$ cat config.mk
export PLATFORM = sky130hd
export DESIGN_NAME = tps_ram
export DESIGN_NICKNAME = d
export VERILOG_FILES = /design/src/rtl/core/tps_ram.sv
export SDC_FILE = /design/constraint.sdc
export NUM_CORES = 1
export LEC_CHECK = 0
export ABC_AREA = 1
export BUFFER_PORTS_ARGS = -buffer_cell sky130_fd_sc_hd__clkbuf_2
export CORE_MARGIN = 2
export CORE_UTILIZATION = 50
export DETAILED_ROUTE_END_ITERATION = 7
export PLACE_DENSITY = 0.76
export SLEW_MARGIN = 20
export SYNTH_ARGS = -nofsm -noshare
export SYNTH_HDL_FRONTEND = slang
export SYNTH_SLANG_ARGS = --single-unit
$ cat constraint.sdc
create_clock -name clk_i -period 3.65 [get_ports clk_i]
set_clock_uncertainty 0.05 [all_clocks]
set_input_delay 0.73 -clock clk_i [delete_from_list [all_inputs] [get_ports clk_i]]
set_output_delay 0.73 -clock clk_i [all_outputs]
set_load 0.01 [all_outputs]
$ cat src/rtl/core/tps_ram.sv
// Generic single-write, single-read RAM with registered read data.
module tps_ram #(
  parameter int unsigned Width = 8,
  parameter int unsigned Depth = 16,
  localparam int unsigned AddrW = $clog2(Depth)
) (
  input  logic             clk_i,
  input  logic             we_i,
  input  logic [AddrW-1:0] waddr_i,
  input  logic [Width-1:0] wdata_i,
  input  logic [AddrW-1:0] raddr_i,
  output logic [Width-1:0] rdata_o
);

  logic [Width-1:0] mem_q [Depth];
  logic [Width-1:0] rdata_q;

  // Write on request, read old contents in the next cycle
  always_ff @(posedge clk_i) begin
    if (we_i) begin
      mem_q[waddr_i] <= wdata_i;
    end
    rdata_q <= mem_q[raddr_i];
  end

  assign rdata_o = rdata_q;

endmodule

==> results.yml <==
sta:
  rsz0062_at_grt: "no"
  finalHoldViolCount: 0
  slew_viol_final: 0
  period_needed_ns: 2.02
  clock.fmax_mhz: 494
  tightest_slew_ns: 0.956
  tns_ns: 0
  fin_crit_sh_pct: 55.5
  slew_headroom_pct: 36.0
  finalSetupViolCount: 0
route:
  routed-wl-met2_mm: 6.10
  post_drt_wl_per_cell_um: 17.3
  drt-met1-wl_mm: 5.00
  dr_wl_met3_mm: 1.14
  drc_errors: 0
  routed_wl_mm: 12.6
  vias_per_cell: 5.29
  ant_nets: 0
  drt_iter0_markers: 392
  num_vias: 3856
  highest_layer: "met4"
  drtPass1Iterations: 5
floorplan:
  die_h_um: 111
  rows: 39
  fp.dieW_um: 111
  dieArea_um2: 12400
  start_util_pct: 50.9
  core_area_um2: 11300
  io_pins: 26
cts:
  cts_root_buffer: "clkbuf_16"
  cts.sinks: 136
  cts_tree: "done"
  cts_max_level: 4
  hold_buffers: 0
  clock_latency_ns: 0.42
  path_clk_slew_ns: 0.06
  cts_setup_buffers: 0
  cts_inserted_buffers: 17
  clock_path_buffers: 2
  cts-resized-gates: 0
placement:
  gp_congestion: 0.817
  portBuffers: 25
  dp_hpwl_mm: 7.49
  place_inst: 697
synth:
  synth.distinct_cells: 12
  yosys_register_bits: 136
  syn-num-nets: 569
  synth_fa_ha_area_share_pct: 0
  synth-simple-area-share_pct: 21.0
  ys_seq_area_share_pct: 69.4
  synth_xor_area_share_pct: 0
  synthMuxAreaShare_pct: 0
  synth_compound_area_share_pct: 0
  syn_avg_cell_area_um2: 10.5
  yosysWarnings: 0
  synth_cells: 551
  netlist_area_um2: 5770
  synth_top_family_by_area: "simple AND/OR/NAND/NOR gates"
hold_path:
  min_path_cells: 6
  min_from: "mem_q[13][2]$_DFFE_PP_"
  hold_class: "reg -> reg"
  holdPathEnd: "rdata_o[2]$_DFF_P_"
layout:
  antenna_cells: 0
  layout-drive-gt1-share_pct: 9.73
  num-fill-cells: 938
  area_delta_synth_final_pct: 12.5
  nets: 591
  fin_cells: 729
global_route:
  grt_pass1_wl_mm: 19.6
  grt.total_usage_pct: 21.1
  grt_pass1_vias: 3658
  grt_start_max_net_pins: 65
  grt_overflow_total: 0
  antenna_found_initial: 0
setup_path:
  crit_required_ns: 3.90
  cp.arrival_ns: 2.28
  cp-start-kind: "primary input"
  path_class: "in -> reg"
  rrSetupSlack_ns: 2.51
  cp-end-kind: "register"
  regToRegEndpoint: "rdata_o[7]$_DFF_P_"
  rr_worst_depth: 6
  cp_max_fo: 64
  r2r_start: "mem_q[3][7]$_DFFE_PP_"
run:
  drv_cap: 0
power_and_ir_drop:
  p_per_area_nw_per_um2: 552
  leakagePower_nw: 2.80
  ir_drop_mv: 0.308
status:
  status: "finished, final reports clean"
layout by cell type (no fill, tap or decap):
cell	Yosys	layout
clkinv_4	0	3
inv_1	100	100
nor2_1	17	17
nand2_1	173	173
clkbuf_1	0	2
clkbuf_2	0	25
dfxtp_1	8	8
buf_4	4	2
clkinv_2	0	4
clkinvlp_4	0	3
clkinv_1	0	2
bufinv_16	0	2
nand3_1	97	97
inv_2	2	1
edfxtp_1	128	128
nand3b_1	2	2
clkbuf_16	0	17
power breakdown:
group	switching [mW]	total, mW	internal [mW]
sequential	0.0113	1.76	1.75
clock	0.622	1.62	0.997
combinational	0.149	0.205	0.0555
critical path: stages:
cell	delay (ns)
clkbuf_2	0.10
clkinv_2	0.68
nand2_1	0.27
nand2_1	0.07
nand2_1	0.06
nand3_1	0.13
nand3_1	0.12
nand2_1	0.07
cell usage after synthesis:
cell,n,area (um^2)
nand2_1,173,649
edfxtp_1,128,3840
inv_1,100,375
nand3_1,97,485
nor2_1,17,63.8
buf_2,13,65.1
dfxtp_1,8,160
buf_6,6,67.6
buf_4,4,30.0
inv_2,2,7.51
nand3b_1,2,15.0
buf_1,1,3.75
through the flow:
step	setup WS, ns	total power [mW]	hold slack (ns)	instance area (um^2)	utilization [%]
2_1_floorplan	1.92	1.91	0.557	5770	-
3_3_place_gp	1.31	1.99	0.597	5920	52.3
3_5_place_dp	1.25	1.99	0.616	5920	52.3
4_1_cts	1.68	3.60	0.625	6480	57.3
5_1_grt	1.50	3.68	0.662	6480	57.3
6_report	1.63	3.58	0.619	6480	57.3
cell families (layout without fill, tap and decap cells):
group | count (synthesis) | after routing
flops | 136 | 136
simple gates | 289 | 289
buf+inv | 126 | 161
cell type report:
cell class                 count  area [um^2]  share of cell area [%]
clock buffer                  19          433                    6.68
clock inverter                13          131                    2.03
inverter                     102          384                    5.92
multi-input combinational    289         1210                    18.7
sequential                   136         4000                    61.7
tap                          143          179                    2.76
timing repair buffer          27          140                    2.16
worst max path at each step:
stage,startpoint,endpoint,slack [ns],depth (start not counted)
global placement,raddr_i[0],rdata_o[1]$_DFF_P_,1.31,7
detailed placement,raddr_i[0],rdata_o[7]$_DFF_P_,1.25,7
floorplan,waddr_i[2],mem_q[10][0]$_DFFE_PP_,1.92,2
CTS,raddr_i[0],rdata_o[7]$_DFF_P_,1.68,7
global route,raddr_i[0],rdata_o[4]$_DFF_P_,1.50,8
finish,raddr_i[0],rdata_o[0]$_DFF_P_,1.63,8
layer usage:
metal | vias up | GRT usage (%)
met5 | - | 0
met1 | 1782 | 28.3
met3 | 31 | 5.28
met2 | 221 | 33.3
met4 | 0 | 9.14
li1 | 1822 | -
registers in the layout, summed over array words and instances, names as in the netlist:
| register | flops |
|---|---|
| mem_q | 128 |
| rdata_o | 8 |
(Power assumes the default switching activity.)
