$ cat src/rtl/core/tps_pkg.sv
// Shared constants, types and codes of the trapezoidal pulse shaper.
package tps_pkg;

  // Sizing defaults
  localparam int unsigned HISTORY_DEPTH = 2048;
  localparam int unsigned MAX_RISE      = 512;
  localparam int unsigned SAMPLE_BITS   = 17;

  // Register and result field widths
  localparam int unsigned DECAY_W   = 16;
  localparam int unsigned RISE_W    = 10;
  localparam int unsigned FLAT_W    = 11;
  localparam int unsigned GAIN_W    = 25;
  localparam int unsigned SHAPED_W  = 32;
  localparam int unsigned INNER_W   = 32;
  localparam int unsigned OUTER_W   = 48;
  localparam int unsigned GAIN_FRAC = 24;

  // Configuration port
  localparam int unsigned CFG_IDX_W  = 8;
  localparam int unsigned CFG_DATA_W = 25;

  localparam logic [CFG_IDX_W-1:0] CFG_IDX_DECAY = CFG_IDX_W'(0);
  localparam logic [CFG_IDX_W-1:0] CFG_IDX_RISE  = CFG_IDX_W'(1);
  localparam logic [CFG_IDX_W-1:0] CFG_IDX_FLAT  = CFG_IDX_W'(2);
  localparam logic [CFG_IDX_W-1:0] CFG_IDX_GAIN  = CFG_IDX_W'(3);

  // Register reset values
  localparam logic [DECAY_W-1:0] DECAY_RST = DECAY_W'(1000);
  localparam logic [RISE_W-1:0]  RISE_RST  = RISE_W'(100);
  localparam logic [FLAT_W-1:0]  FLAT_RST  = FLAT_W'(100);
  localparam logic [GAIN_W-1:0]  GAIN_RST  = GAIN_W'(168);

  // Sequencer phases, one item walks through all of them
  typedef enum logic [3:0] {
    ST_IDLE,
    ST_TAP_K,
    ST_TAP_L,
    ST_TAP_KL,
    ST_DIFF,
    ST_MUL_MD,
    ST_OUTER,
    ST_MUL_LO,
    ST_MUL_HI,
    ST_FINAL
  } tps_state_e;

  // Source of a delayed tap value
  typedef enum logic [1:0] {
    TAP_ZERO,
    TAP_CUR,
    TAP_MEM
  } tps_tap_e;

  // Sequencer to datapath control
  typedef struct packed {
    tps_state_e state;
    tps_tap_e   tap_code;
    logic       accept;
    logic       first_sample;
  } tps_ctrl_t;

endpackage

$ cat src/rtl/core/tps_seq.sv
// Sequencer: phase FSM, history write pointer, sample count and tap addressing.
module tps_seq #(
  parameter int unsigned HistoryDepth = tps_pkg::HISTORY_DEPTH,
  parameter int unsigned MaxRise      = tps_pkg::MAX_RISE,
  localparam int unsigned AddrW = $clog2(HistoryDepth),
  localparam int unsigned CntW  = $clog2(HistoryDepth + 1),
  localparam int unsigned DlyW  = (CntW > 13) ? CntW : 13
) (
  input  logic                        clk_i,
  input  logic                        rst_ni,
  input  logic                        in_valid_i,
  input  logic                        in_first_i,
  input  logic                        out_free_i,
  input  logic [tps_pkg::RISE_W-1:0] rise_i,
  input  logic [tps_pkg::FLAT_W-1:0] flat_i,
  output logic                        in_ready_o,
  output tps_pkg::tps_ctrl_t          ctrl_o,
  output logic                        ram_we_o,
  output logic [AddrW-1:0]            ram_waddr_o,
  output logic [AddrW-1:0]            ram_raddr_o
);

  tps_pkg::tps_state_e state_q, state_d;
  tps_pkg::tps_tap_e   code_q, code_d;
  logic [AddrW-1:0]    wr_idx_q, wr_idx_d;
  logic [CntW-1:0]     seen_q, seen_d;
  logic                accept;
  logic [DlyW-1:0]     rise_k, len_l, delay;
  logic [AddrW+1:0]    addr_raw, addr_wrap;

  assign accept = (state_q == tps_pkg::ST_IDLE) && in_valid_i;

  // Wait in idle for a request, advance through the phases, hold in the final phase until the result slot frees
  always_comb begin
    state_d = state_q;
    case (state_q)
      tps_pkg::ST_IDLE:   if (in_valid_i) state_d = tps_pkg::ST_TAP_K;
      tps_pkg::ST_TAP_K:  state_d = tps_pkg::ST_TAP_L;
      tps_pkg::ST_TAP_L:  state_d = tps_pkg::ST_TAP_KL;
      tps_pkg::ST_TAP_KL: state_d = tps_pkg::ST_DIFF;
      tps_pkg::ST_DIFF:   state_d = tps_pkg::ST_MUL_MD;
      tps_pkg::ST_MUL_MD: state_d = tps_pkg::ST_OUTER;
      tps_pkg::ST_OUTER:  state_d = tps_pkg::ST_MUL_LO;
      tps_pkg::ST_MUL_LO: state_d = tps_pkg::ST_MUL_HI;
      tps_pkg::ST_MUL_HI: state_d = tps_pkg::ST_FINAL;
      tps_pkg::ST_FINAL:  if (out_free_i) state_d = tps_pkg::ST_IDLE;
      default:            state_d = tps_pkg::ST_IDLE;
    endcase
  end

  // Pick the tap delay of the current read phase, rise clamped to its limit
  always_comb begin
    rise_k = (DlyW'(rise_i) > DlyW'(MaxRise)) ? DlyW'(MaxRise) : DlyW'(rise_i);
    len_l  = rise_k + DlyW'(flat_i);
    case (state_q)
      tps_pkg::ST_TAP_K:  delay = rise_k;
      tps_pkg::ST_TAP_L:  delay = len_l;
      tps_pkg::ST_TAP_KL: delay = rise_k + len_l;
      default:            delay = '0;
    endcase
  end

  // Classify the tap: zero delay is the current sample, anything older than
  // the waveform (or the history, since the count saturates at its depth) is zero
  always_comb begin
    if (delay == '0) begin
      code_d = tps_pkg::TAP_CUR;
    end else if (delay > DlyW'(seen_q)) begin
      code_d = tps_pkg::TAP_ZERO;
    end else begin
      code_d = tps_pkg::TAP_MEM;
    end
  end

  // Form the circular read address, one compare and subtract for the wrap
  always_comb begin
    addr_raw = (AddrW+2)'(wr_idx_q) + (AddrW+2)'(HistoryDepth) - (AddrW+2)'(delay);
    if (addr_raw >= (AddrW+2)'(HistoryDepth)) begin
      addr_wrap = addr_raw - (AddrW+2)'(HistoryDepth);
    end else begin
      addr_wrap = addr_raw;
    end
  end

  // Restart on a waveform start, advance after the sample is stored
  always_comb begin
    wr_idx_d = wr_idx_q;
    seen_d   = seen_q;
    if (accept && in_first_i) begin
      wr_idx_d = '0;
      seen_d   = '0;
    end else if (state_q == tps_pkg::ST_DIFF) begin
      wr_idx_d = (wr_idx_q == AddrW'(HistoryDepth - 1)) ? '0 : wr_idx_q + 1'b1;
      if (seen_q < CntW'(HistoryDepth)) begin
        seen_d = seen_q + 1'b1;
      end
    end
  end

  // Drive handshake, memory and datapath control from the phase
  always_comb begin
    in_ready_o          = (state_q == tps_pkg::ST_IDLE);
    ram_we_o            = (state_q == tps_pkg::ST_DIFF);
    ram_waddr_o         = wr_idx_q;
    ram_raddr_o         = addr_wrap[AddrW-1:0];
    ctrl_o.state        = state_q;
    ctrl_o.tap_code     = code_q;
    ctrl_o.accept       = accept;
    ctrl_o.first_sample = in_first_i;
  end

  always_ff @(posedge clk_i or negedge rst_ni) begin
    if (!rst_ni) begin
      state_q  <= tps_pkg::ST_IDLE;
      code_q   <= tps_pkg::TAP_ZERO;
      wr_idx_q <= '0;
      seen_q   <= '0;
    end else begin
      state_q  <= state_d;
      code_q   <= code_d;
      wr_idx_q <= wr_idx_d;
      seen_q   <= seen_d;
    end
  end

endmodule

$ cat config.mk
export PLATFORM = sky130hd
export DESIGN_NAME = tps_seq
export DESIGN_NICKNAME = d
export VERILOG_FILES = /design/src/rtl/core/tps_pkg.sv /design/src/rtl/core/tps_seq.sv
export SDC_FILE = /design/constraint.sdc
export NUM_CORES = 1
export LEC_CHECK = 0
export BUFFER_PORTS_ARGS = -buffer_cell sky130_fd_sc_hd__buf_4
export CAP_MARGIN = 20
export CORE_MARGIN = 2
export CORE_UTILIZATION = 45
export CTS_BUF_LIST = sky130_fd_sc_hd__clkbuf_16
export DETAILED_ROUTE_END_ITERATION = 8
export PLACE_DENSITY_LB_ADDON = 0.3
export SLEW_MARGIN = 20
export SYNTH_ARGS = -nofsm -noshare
export SYNTH_HDL_FRONTEND = slang
export SYNTH_SLANG_ARGS = --single-unit
$ cat constraint.sdc
create_clock -name clk_i -period 9 [get_ports clk_i]
set_input_delay 1.8 -clock clk_i [delete_from_list [all_inputs] [get_ports clk_i]]
set_output_delay 1.8 -clock clk_i [all_outputs]
set_load 0.1 [all_outputs]
==> impl_metrics.yaml, run 1 <==
status:
  outcome: "finished, final reports clean"
global_route:
  grt_pass1_vias: 3197
  antenna_found_initial: 0
  grt_overflow: 0
  grtUsageMet1: 0.275
  grt_pass1_wl_mm: 14.5
  grtUsageTotal: 0.211
  use_met2: 0.358
  busiest_layer: "met2"
  grt_max_degree: 30
  use_met3: 0.0288
yosys:
  synth_top_cell_by_area: "dfrtp_1"
  synth_cells: 436
  ys.flop_type: "dfrtp_1"
  yosys-top-cells-area: "dfrtp_1 (21%), ha_1 (16%), xnor2_1 (6.1%)"
  yosysUniqueCellTypes: 55
  synth_top_area_frac: 0.210
  synth-seq-cells: 29
  syn-cell-area_mm2: 0.00346
  yosysSeqAreaShare: 0.210
  synth_fp_nets: 509
  synth_edf_count: 0
  syn_area_per_cell_um2: 7.93
  yosysWarningCount: 0
  async_reset_ff_frac: 1.00
die:
  dieHeight_um: 91.7
  dieArea_mm2: 0.00840
  core-area_mm2: 0.00733
  start_util: 0.472
  std_cell_rows: 31
  die_w_um: 91.7
  num_io_pins: 58
routing:
  avgViaCountPerCell: 5.58
  drtPass1Iterations: 6
  drt_iter0_drc: 112
  ant_nets: 0
  wl_per_cell_um: 14.4
  drc: 0
  vias: 3291
  wirelength_mm: 8.48
sta:
  rsz0062_at_grt: "no"
  worstMarginPinSlew_ps: 733
  hold_violations: 0
  setup_tns_ps: 0
  maxSlewViolCount: 0
  slew_headroom: 0.512
  fin_crit_sh: 0.951
  fmax_mhz: 117
  setup_viol: 0
  clock_skew_ps: 4.22
  period_needed_ps: 8560
  fin_ws_ps: 439
critical_path:
  reg2reg_depth: 12
  worst_path_most_repeated_cell: "ha_1"
  critPathMaxStageDelay_ps: 640
  worstPathArrival_ps: 6760
  slowest_stage: "or4b_2"
  crit_buf_inv: 3
  cp_max_fo: 13
  reg2reg_slack_ps: 5520
  crit_path_start_kind: "input pin"
  r2r-end: "code_q[1]$_DFF_PN0_"
  cp-end-kind: "primary output"
  required_ps: 7200
  critical_path_class: "input pin to primary output"
  crit_family: "compound AO/OA/AOI/OAI gates"
  rr_startpoint: "state_q[0]$_DFFE_PN0P_"
  crit_chain: "buf_4, nor2b_1, ha_1, inv_1, fa_1, nand2b_1, a21oi_1, xor2_1, ha_1, a21o_1, a21oi_1, nand2_1, xor2_1, a222oi_1, ha_1, a21o_1, o21ai_0, or4b_2, o311ai_2, buf_6"
finish:
  areaGrowthSynthToFinish_pct: 19.1
  final_util: 0.562
  antenna_cells: 0
  fillers: 707
  drive_gt1_frac: 0.157
  final_nets: 564
  layout.cells.non_filler: 590
placement:
  hpwl_mm: 6.96
  dp_slack_ps: 406
  globalplace.congestion: 0.901
  placed_cells: 583
  io_buffers: 57
hold_path:
  min_path_cells: 2
  holdPathEnd: "seen_q[11]$_DFFE_PN0P_"
  worstHoldStart: "seen_q[10]$_DFFE_PN0P_"
  hold_path_class: "flop to flop"
clock_tree:
  clkTransAtPathRegs_ps: 50
  cts_root_buf: "clkbuf_16"
  cts_resized: 0
  cts_sinks: 29
  cts_tree: "yes"
  hold_buffers: 0
  cts_max_level: 2
  postCtsSetupRepairBufs: 0
  worstSkewPairLatency_ps: 270
  cts_buffers: 5
  cts_buffer_depth: 2
run:
  drv_cap: 0
Yosys cell counts (all sizes together) (2+ instances only):
cell type and number:
ha 44, nor2 44, inv 41, nand2 38, dfrtp 29, o21ai 25
xnor2 24, nor2b 15, a21oi 14, a21o 12, xor2 12, nand2b 10
nor3 10, nand3 9, o21a 7, a31oi 6, and3 6, clkbuf 6
or2 6, a211o 5, a22o 5, and2 5, buf 5, nand4 5
a21boi 4, and4 4, o211ai 4, o311ai 4, or3 4, fa 3
mux2i 3, nor4 3, o31ai 3, a211oi 2, a221o 2, a222oi 2
o2111ai 2
sequential cells by signal, summed over array words and instances (netlist names):
signal and count:
seen_q 12, ram_waddr_o 11, code_q 2, state_q 4
tightest hold or removal path, cell delays in order (launching register included):
cell and delay, ps:
dfrtp_1 380, nand3_1 80, o22ai_1 60
layout make-up:
type	instances	area (µm²)	area share
Clock buffer	5	125	0.0304
Clock inverter	2	7.51	0.00182
Inverter	41	154	0.0374
Multi-Input combinational cell	355	2530	0.616
Sequential cell	29	726	0.176
Tap cell	99	124	0.0301
Timing Repair Buffer	59	447	0.109
stage by stage:
| step | hold slack [ps] | area (µm²) |
|---|---|---|
| global route | 577 | 4120 |
| global placement | 536 | 3980 |
| finish | 558 | 4120 |
| CTS | 557 | 4110 |
| detailed placement | 547 | 3980 |
| floorplan | 512 | 3460 |
placed cells by master, fill, tap and decap left out, types with 4 or more instances in the layout:
cell type,count
o21ai_0,23
or2_2,6
xor2_1,12
ha_1,44
inv_1,42
a22o_1,5
nor3_1,10
nand2b_1,10
o211ai_1,4
buf_4,58
a21boi_0,4
nand3_1,9
dfrtp_1,29
a21oi_1,14
nor2b_1,15
o21a_1,7
nand4_1,5
xnor2_1,24
nand2_1,38
and4_1,4
nor2_1,44
clkbuf_16,5
a211o_1,5
a31oi_1,5
and2_1,5
and3_1,6
or3_1,4
a21o_1,12
metal layers:
layer,wire [µm],up-vias
met5,0,-
met4,189,0
met3,381,17
met2,4020,89
met1,3880,1523
li1,-,1662
worst max path at each step:
stage                     slack [ps]              end      start  cells past startpoint
after floorplan                  230  ram_raddr_o[10]  rise_i[9]                     20
after global placement           590   ram_raddr_o[9]  rise_i[9]                     21
after detailed placement         410   ram_raddr_o[9]  rise_i[9]                     20
after CTS                        390   ram_raddr_o[9]  rise_i[9]                     21
after global routing              50   ram_raddr_o[9]  rise_i[9]                     21
final                            440   ram_raddr_o[9]  rise_i[9]                     20
cell families after synthesis:
family / after synthesis / synth area share
AO/OA/AOI/OAI: 105 / 0.215
flip-flops: 29 / 0.210
buffers and inverters: 52 / 0.0594
multiplexers: 4 / 0.0119
adder cells (fa/ha/maj): 47 / 0.177
AND/OR/NAND/NOR: 163 / 0.236
XOR/XNOR: 36 / 0.0912
Power of run 1 is not shown: default switching activity piles up to over one toggle a cycle in this logic, so the estimate is an artifact.
==> inputs of run 2 (changes only) <==
--- a/config.mk
+++ b/config.mk
@@ -12,6 +12,7 @@
 export CTS_BUF_LIST = sky130_fd_sc_hd__clkbuf_16
 export DETAILED_ROUTE_END_ITERATION = 8
 export PLACE_DENSITY_LB_ADDON = 0.3
+export SKIP_LAST_GASP = 1
 export SLEW_MARGIN = 20
 export SYNTH_ARGS = -nofsm -noshare
 export SYNTH_HDL_FRONTEND = slang
==> constraint.sdc (replaced) <==
create_clock -name clk_i -period 10.84 [get_ports clk_i]
set_input_delay 2.168 -clock clk_i [delete_from_list [all_inputs] [get_ports clk_i]]
set_output_delay 2.168 -clock clk_i [all_outputs]
set_load 0.1 [all_outputs]
==> impl_metrics.yaml, run 2 (synthesized netlist as in run 1, its figures left out) <==
finish:
  antenna_cells: 0
  most-common-layout-cells: "buf_4 (58), nor2_1 (44), ha_1 (44)"
  regMostFlops: "seen_q"
  areaGrowthSynthToFinish_pct: 19.5
  final_common_cell: "buf_4"
  drive_gt1_frac: 0.157
  final_nets: 563
  largest_reg_flops: 12
sta:
  worstMarginPinSlew_ps: 733
  fin_crit_sh: 0.878
  maxSlewViolCount: 0
  rsz0062_at_grt: "no"
  clock_skew_ps: 4.78
  setup_tns_ps: 0
  hold_violations: 0
  slew_headroom: 0.511
  period_needed_ps: 9520
  fmax_mhz: 105
  setup_viol: 0
critical_path:
  reg2reg_slack_ps: 7310
  reg2reg_depth: 12
  required_ps: 8670
  cp_max_fo: 13
  critical_path_class: "input pin to primary output"
  worstPathArrival_ps: 7350
  crit_path_start_kind: "input pin"
  cp-end-kind: "primary output"
  rr_startpoint: "state_q[0]$_DFFE_PN0P_"
  r2r-end: "code_q[1]$_DFF_PN0_"
hold_path:
  hold_path_class: "flop to flop"
  worstHoldStart: "seen_q[10]$_DFFE_PN0P_"
  min_path_cells: 2
  holdPathEnd: "seen_q[11]$_DFFE_PN0P_"
die:
  std_cell_rows: 31
  core-area_mm2: 0.00733
  die_w_um: 91.7
  dieHeight_um: 91.7
  num_io_pins: 58
  dieArea_mm2: 0.00840
  start_util: 0.472
global_route:
  grt_pass1_wl_mm: 14.3
  grt_max_degree: 30
  grtUsageTotal: 0.209
  grt_pass1_vias: 3049
  antenna_found_initial: 0
  grt_overflow: 0
routing:
  avgViaCountPerCell: 5.61
  wirelength_mm: 8.62
  ant_nets: 0
  drc: 0
  wl_met1_mm: 3.93
  wl_met3_um: 448
  top_layer_used: "met4"
  dr_wl_met2_mm: 4.16
  drtPass1Iterations: 7
  drt_iter0_drc: 108
  vias: 3312
  wl_per_cell_um: 14.6
clock_tree:
  cts_buffer_depth: 2
  cts_buffers: 5
  hold_buffers: 0
  cts_root_buf: "clkbuf_16"
  cts_tree: "yes"
  postCtsSetupRepairBufs: 0
  cts_sinks: 29
  cts_max_level: 2
  cts_resized: 0
  worstSkewPairLatency_ps: 280
  clkTransAtPathRegs_ps: 50
status:
  outcome: "finished, final reports clean"
run:
  drv_cap: 0
placement:
  hpwl_mm: 7.04
  globalplace.congestion: 0.862
  io_buffers: 57
==> run 2: changes by cell type in the layout (fill, tap and decap cells not counted), sizes merged <==
cell / delta
buf: -1
clkinvlp: +1
inv: -1
bufinv: +1
==> run 2: worst max path at each step <==
stage                     startpoint  cells past startpoint              to
after floorplan            rise_i[9]                     19  ram_raddr_o[9]
after global placement     rise_i[9]                     20  ram_raddr_o[9]
after detailed placement   rise_i[9]                     20  ram_raddr_o[9]
after CTS                  rise_i[9]                     20  ram_raddr_o[9]
after global routing       rise_i[9]                     21  ram_raddr_o[9]
final                      rise_i[9]                     20  ram_raddr_o[9]
==> run 2: layout make-up <==
| class | instances | area (µm²) |
|---|---|---|
| Fill cell | 676 | 3200 |
| Multi-Input combinational cell | 355 | 2530 |
| Sequential cell | 29 | 726 |
| Timing Repair Buffer | 58 | 435 |
| Inverter | 41 | 154 |
| Clock buffer | 5 | 125 |
| Tap cell | 99 | 124 |
| Clock inverter | 3 | 41.3 |
==> run 2: through the flow <==
| stage | util | hold WS (ps) | worst slack, ps | instances | instance area (µm²) |
|---|---|---|---|---|---|
| 5_1_grt | 0.564 | 602 | 937 | 590 | 4130 |
| 3_3_place_gp | 0.541 | 537 | 1680 | 582 | 3970 |
| 6_report | 0.564 | 564 | 1320 | 590 | 4130 |
| 3_5_place_dp | 0.541 | 547 | 1440 | 582 | 3970 |
| 2_1_floorplan | - | 512 | 848 | 436 | 3460 |
| 4_1_cts | 0.564 | 557 | 1390 | 590 | 4130 |
==> run 2: critical path, cell delays in order <==
cell,delay (ps)
buf_4,160
nor2b_1,210
ha_1,210
inv_1,60
fa_1,400
nand2b_1,180
a21oi_1,170
xor2_1,240
ha_1,330
a21o_1,210
a21oi_1,180
nand2_1,100
xor2_1,150
a222oi_1,590
ha_1,410
a21o_1,190
o21ai_0,240
or4b_2,640
o311ai_1,140
buf_4,360
==> run 2: metal layers <==
metal / track usage / vias up
li1: - / 1662
met1: 0.274 / 1544
met5: 0 / -
met4: 0.0505 / 0
met2: 0.365 / 99
met3: 0.0263 / 7
Power of run 2 is left out for the same reason.
==> inputs of run 3 (changes only) <==
--- a/config.mk
+++ b/config.mk
@@ -12,6 +12,7 @@
 export CTS_BUF_LIST = sky130_fd_sc_hd__clkbuf_16
 export DETAILED_ROUTE_END_ITERATION = 8
 export PLACE_DENSITY_LB_ADDON = 0.3
+export RECOVER_POWER = 100
 export SKIP_LAST_GASP = 1
 export SLEW_MARGIN = 20
 export SYNTH_ARGS = -nofsm -noshare
==> impl_metrics.yaml, run 3 (synthesized netlist as in run 1, its figures left out) <==
status:
  outcome: "finished with violations"
  violations: "max-capacitance violations, max-slew violations"
hold_path:
  hold_path_class: "flop to flop"
  worstHoldStart: "seen_q[10]$_DFFE_PN0P_"
  holdPathEnd: "seen_q[11]$_DFFE_PN0P_"
  min_path_cells: 2
clock_tree:
  cts_sinks: 29
  cts_tree: "yes"
  postCtsSetupRepairBufs: 0
  cts_max_level: 2
  hold_buffers: 0
  clkTransAtPathRegs_ps: 50
  cts_resized: 0
  cts_root_buf: "clkbuf_16"
  cts_buffer_depth: 2
  cts_buffers: 5
  worstSkewPairLatency_ps: 280
routing:
  ant_nets: 0
  wl_per_cell_um: 14.7
  avgViaCountPerCell: 5.56
  drt_iter0_drc: 125
  wirelength_mm: 8.69
  vias: 3281
  drtPass1Iterations: 5
  drc: 0
die:
  die_w_um: 91.7
  dieHeight_um: 91.7
  core-area_mm2: 0.00733
  dieArea_mm2: 0.00840
  start_util: 0.472
  std_cell_rows: 31
  num_io_pins: 58
sta:
  fin_crit_sh: 0.922
  rsz0062_at_grt: "no"
  maxSlewViolCount: 30
  fmax_mhz: 100
  slew_headroom: -0.0655
  clock_skew_ps: 4.88
  setup_viol: 0
  period_needed_ps: 10000
  hold_violations: 0
  setup_tns_ps: 0
  worstMarginPinSlew_ps: 1600
critical_path:
  required_ps: 8670
  crit_family: "compound AO/OA/AOI/OAI gates"
  worst_path_most_repeated_cell: "a21oi_1"
  r2r-end: "code_q[1]$_DFF_PN0_"
  worstPathArrival_ps: 7830
  crit_chain: "clkbuf_1, nand2b_1, inv_1, ha_1, a211o_1, a211o_1, o21ai_1, xnor2_1, ha_1, a21oi_1, nand2_1, xor2_1, a222oi_1, ha_1, or2_2, a21oi_1, a21oi_1, a21o_1, a21oi_1, xnor2_1, clkbuf_1"
  reg2reg_depth: 12
  crit_path_start_kind: "input pin"
  rr_startpoint: "state_q[0]$_DFFE_PN0P_"
  cp-end-kind: "primary output"
  critical_path_class: "input pin to primary output"
  critPathMaxStageDelay_ps: 880
  slowest_stage: "clkbuf_1"
  crit_buf_inv: 3
  cp_max_fo: 13
  reg2reg_slack_ps: 7330
global_route:
  grt_pass1_vias: 3049
  grt_max_degree: 30
  grtUsageTotal: 0.209
  grt_overflow: 0
  antenna_found_initial: 0
  grt_pass1_wl_mm: 14.3
placement:
  hpwl_mm: 7.04
  globalplace.congestion: 0.862
  io_buffers: 57
  placed_cells: 582
  placed_cell_area_mm2: 0.00397
finish:
  regMostFlops: "seen_q"
  final_nets: 563
  largest_reg_flops: 12
  antenna_cells: 0
  fin_area_mm2: 0.00400
  areaGrowthSynthToFinish_pct: 15.6
  final_util: 0.545
  fillers: 720
  layout.cells.non_filler: 590
  drive_gt1_frac: 0.0855
  most-common-layout-cells: "nor2_1 (44), ha_1 (44), inv_1 (41)"
run:
  drv_cap: 1
## run 3: cell count changes in the layout (fill, tap and decap cells not counted), sizes merged
cell,delta
clkbuf,+36
buf,-36
## run 3: layout make-up
class                           instances  area (µm²)  area share
Clock buffer                            5         125      0.0313
Clock inverter                          3        41.3      0.0103
Inverter                               41         154      0.0385
Multi-Input combinational cell        355        2520       0.631
Sequential cell                        29         726       0.182
Tap cell                               99         124      0.0310
Timing Repair Buffer                   58         305      0.0764
## run 3: stage by stage
stage | hold slack (ps) | worst slack (ps)
3_5_place_dp | 547 | 1440
5_1_grt | 602 | 545
4_1_cts | 557 | 1390
3_3_place_gp | 537 | 1680
2_1_floorplan | 512 | 848
6_report | 564 | 843
## run 3: how the worst max path moves through the flow
stage,cells past startpoint,slack [ps],endpoint,startpoint
finish,21,840,ram_raddr_o[10],rise_i[9]
global route,21,540,ram_raddr_o[10],rise_i[9]
CTS,20,1390,ram_raddr_o[9],rise_i[9]
detailed placement,20,1440,ram_raddr_o[9],rise_i[9]
global placement,20,1680,ram_raddr_o[9],rise_i[9]
floorplan,19,850,ram_raddr_o[9],rise_i[9]
## run 3: metal layers
layer / global-route usage / share of wire
met5: 0 / 0
met4: 0.0505 / 0.010
met3: 0.0263 / 0.048
met2: 0.365 / 0.48
met1: 0.274 / 0.46
## run 3: worst register-to-register path: cells and delay by family (launching register included)
| kind | cells | cell delay, ps |
|---|---|---|
| DFF | 1 | 730 |
| and+or+nand+nor | 3 | 870 |
| adders and majority gates | 1 | 270 |
| AOI/OAI and AO/OA | 8 | 1550 |
Power of run 3 is left out for the same reason.
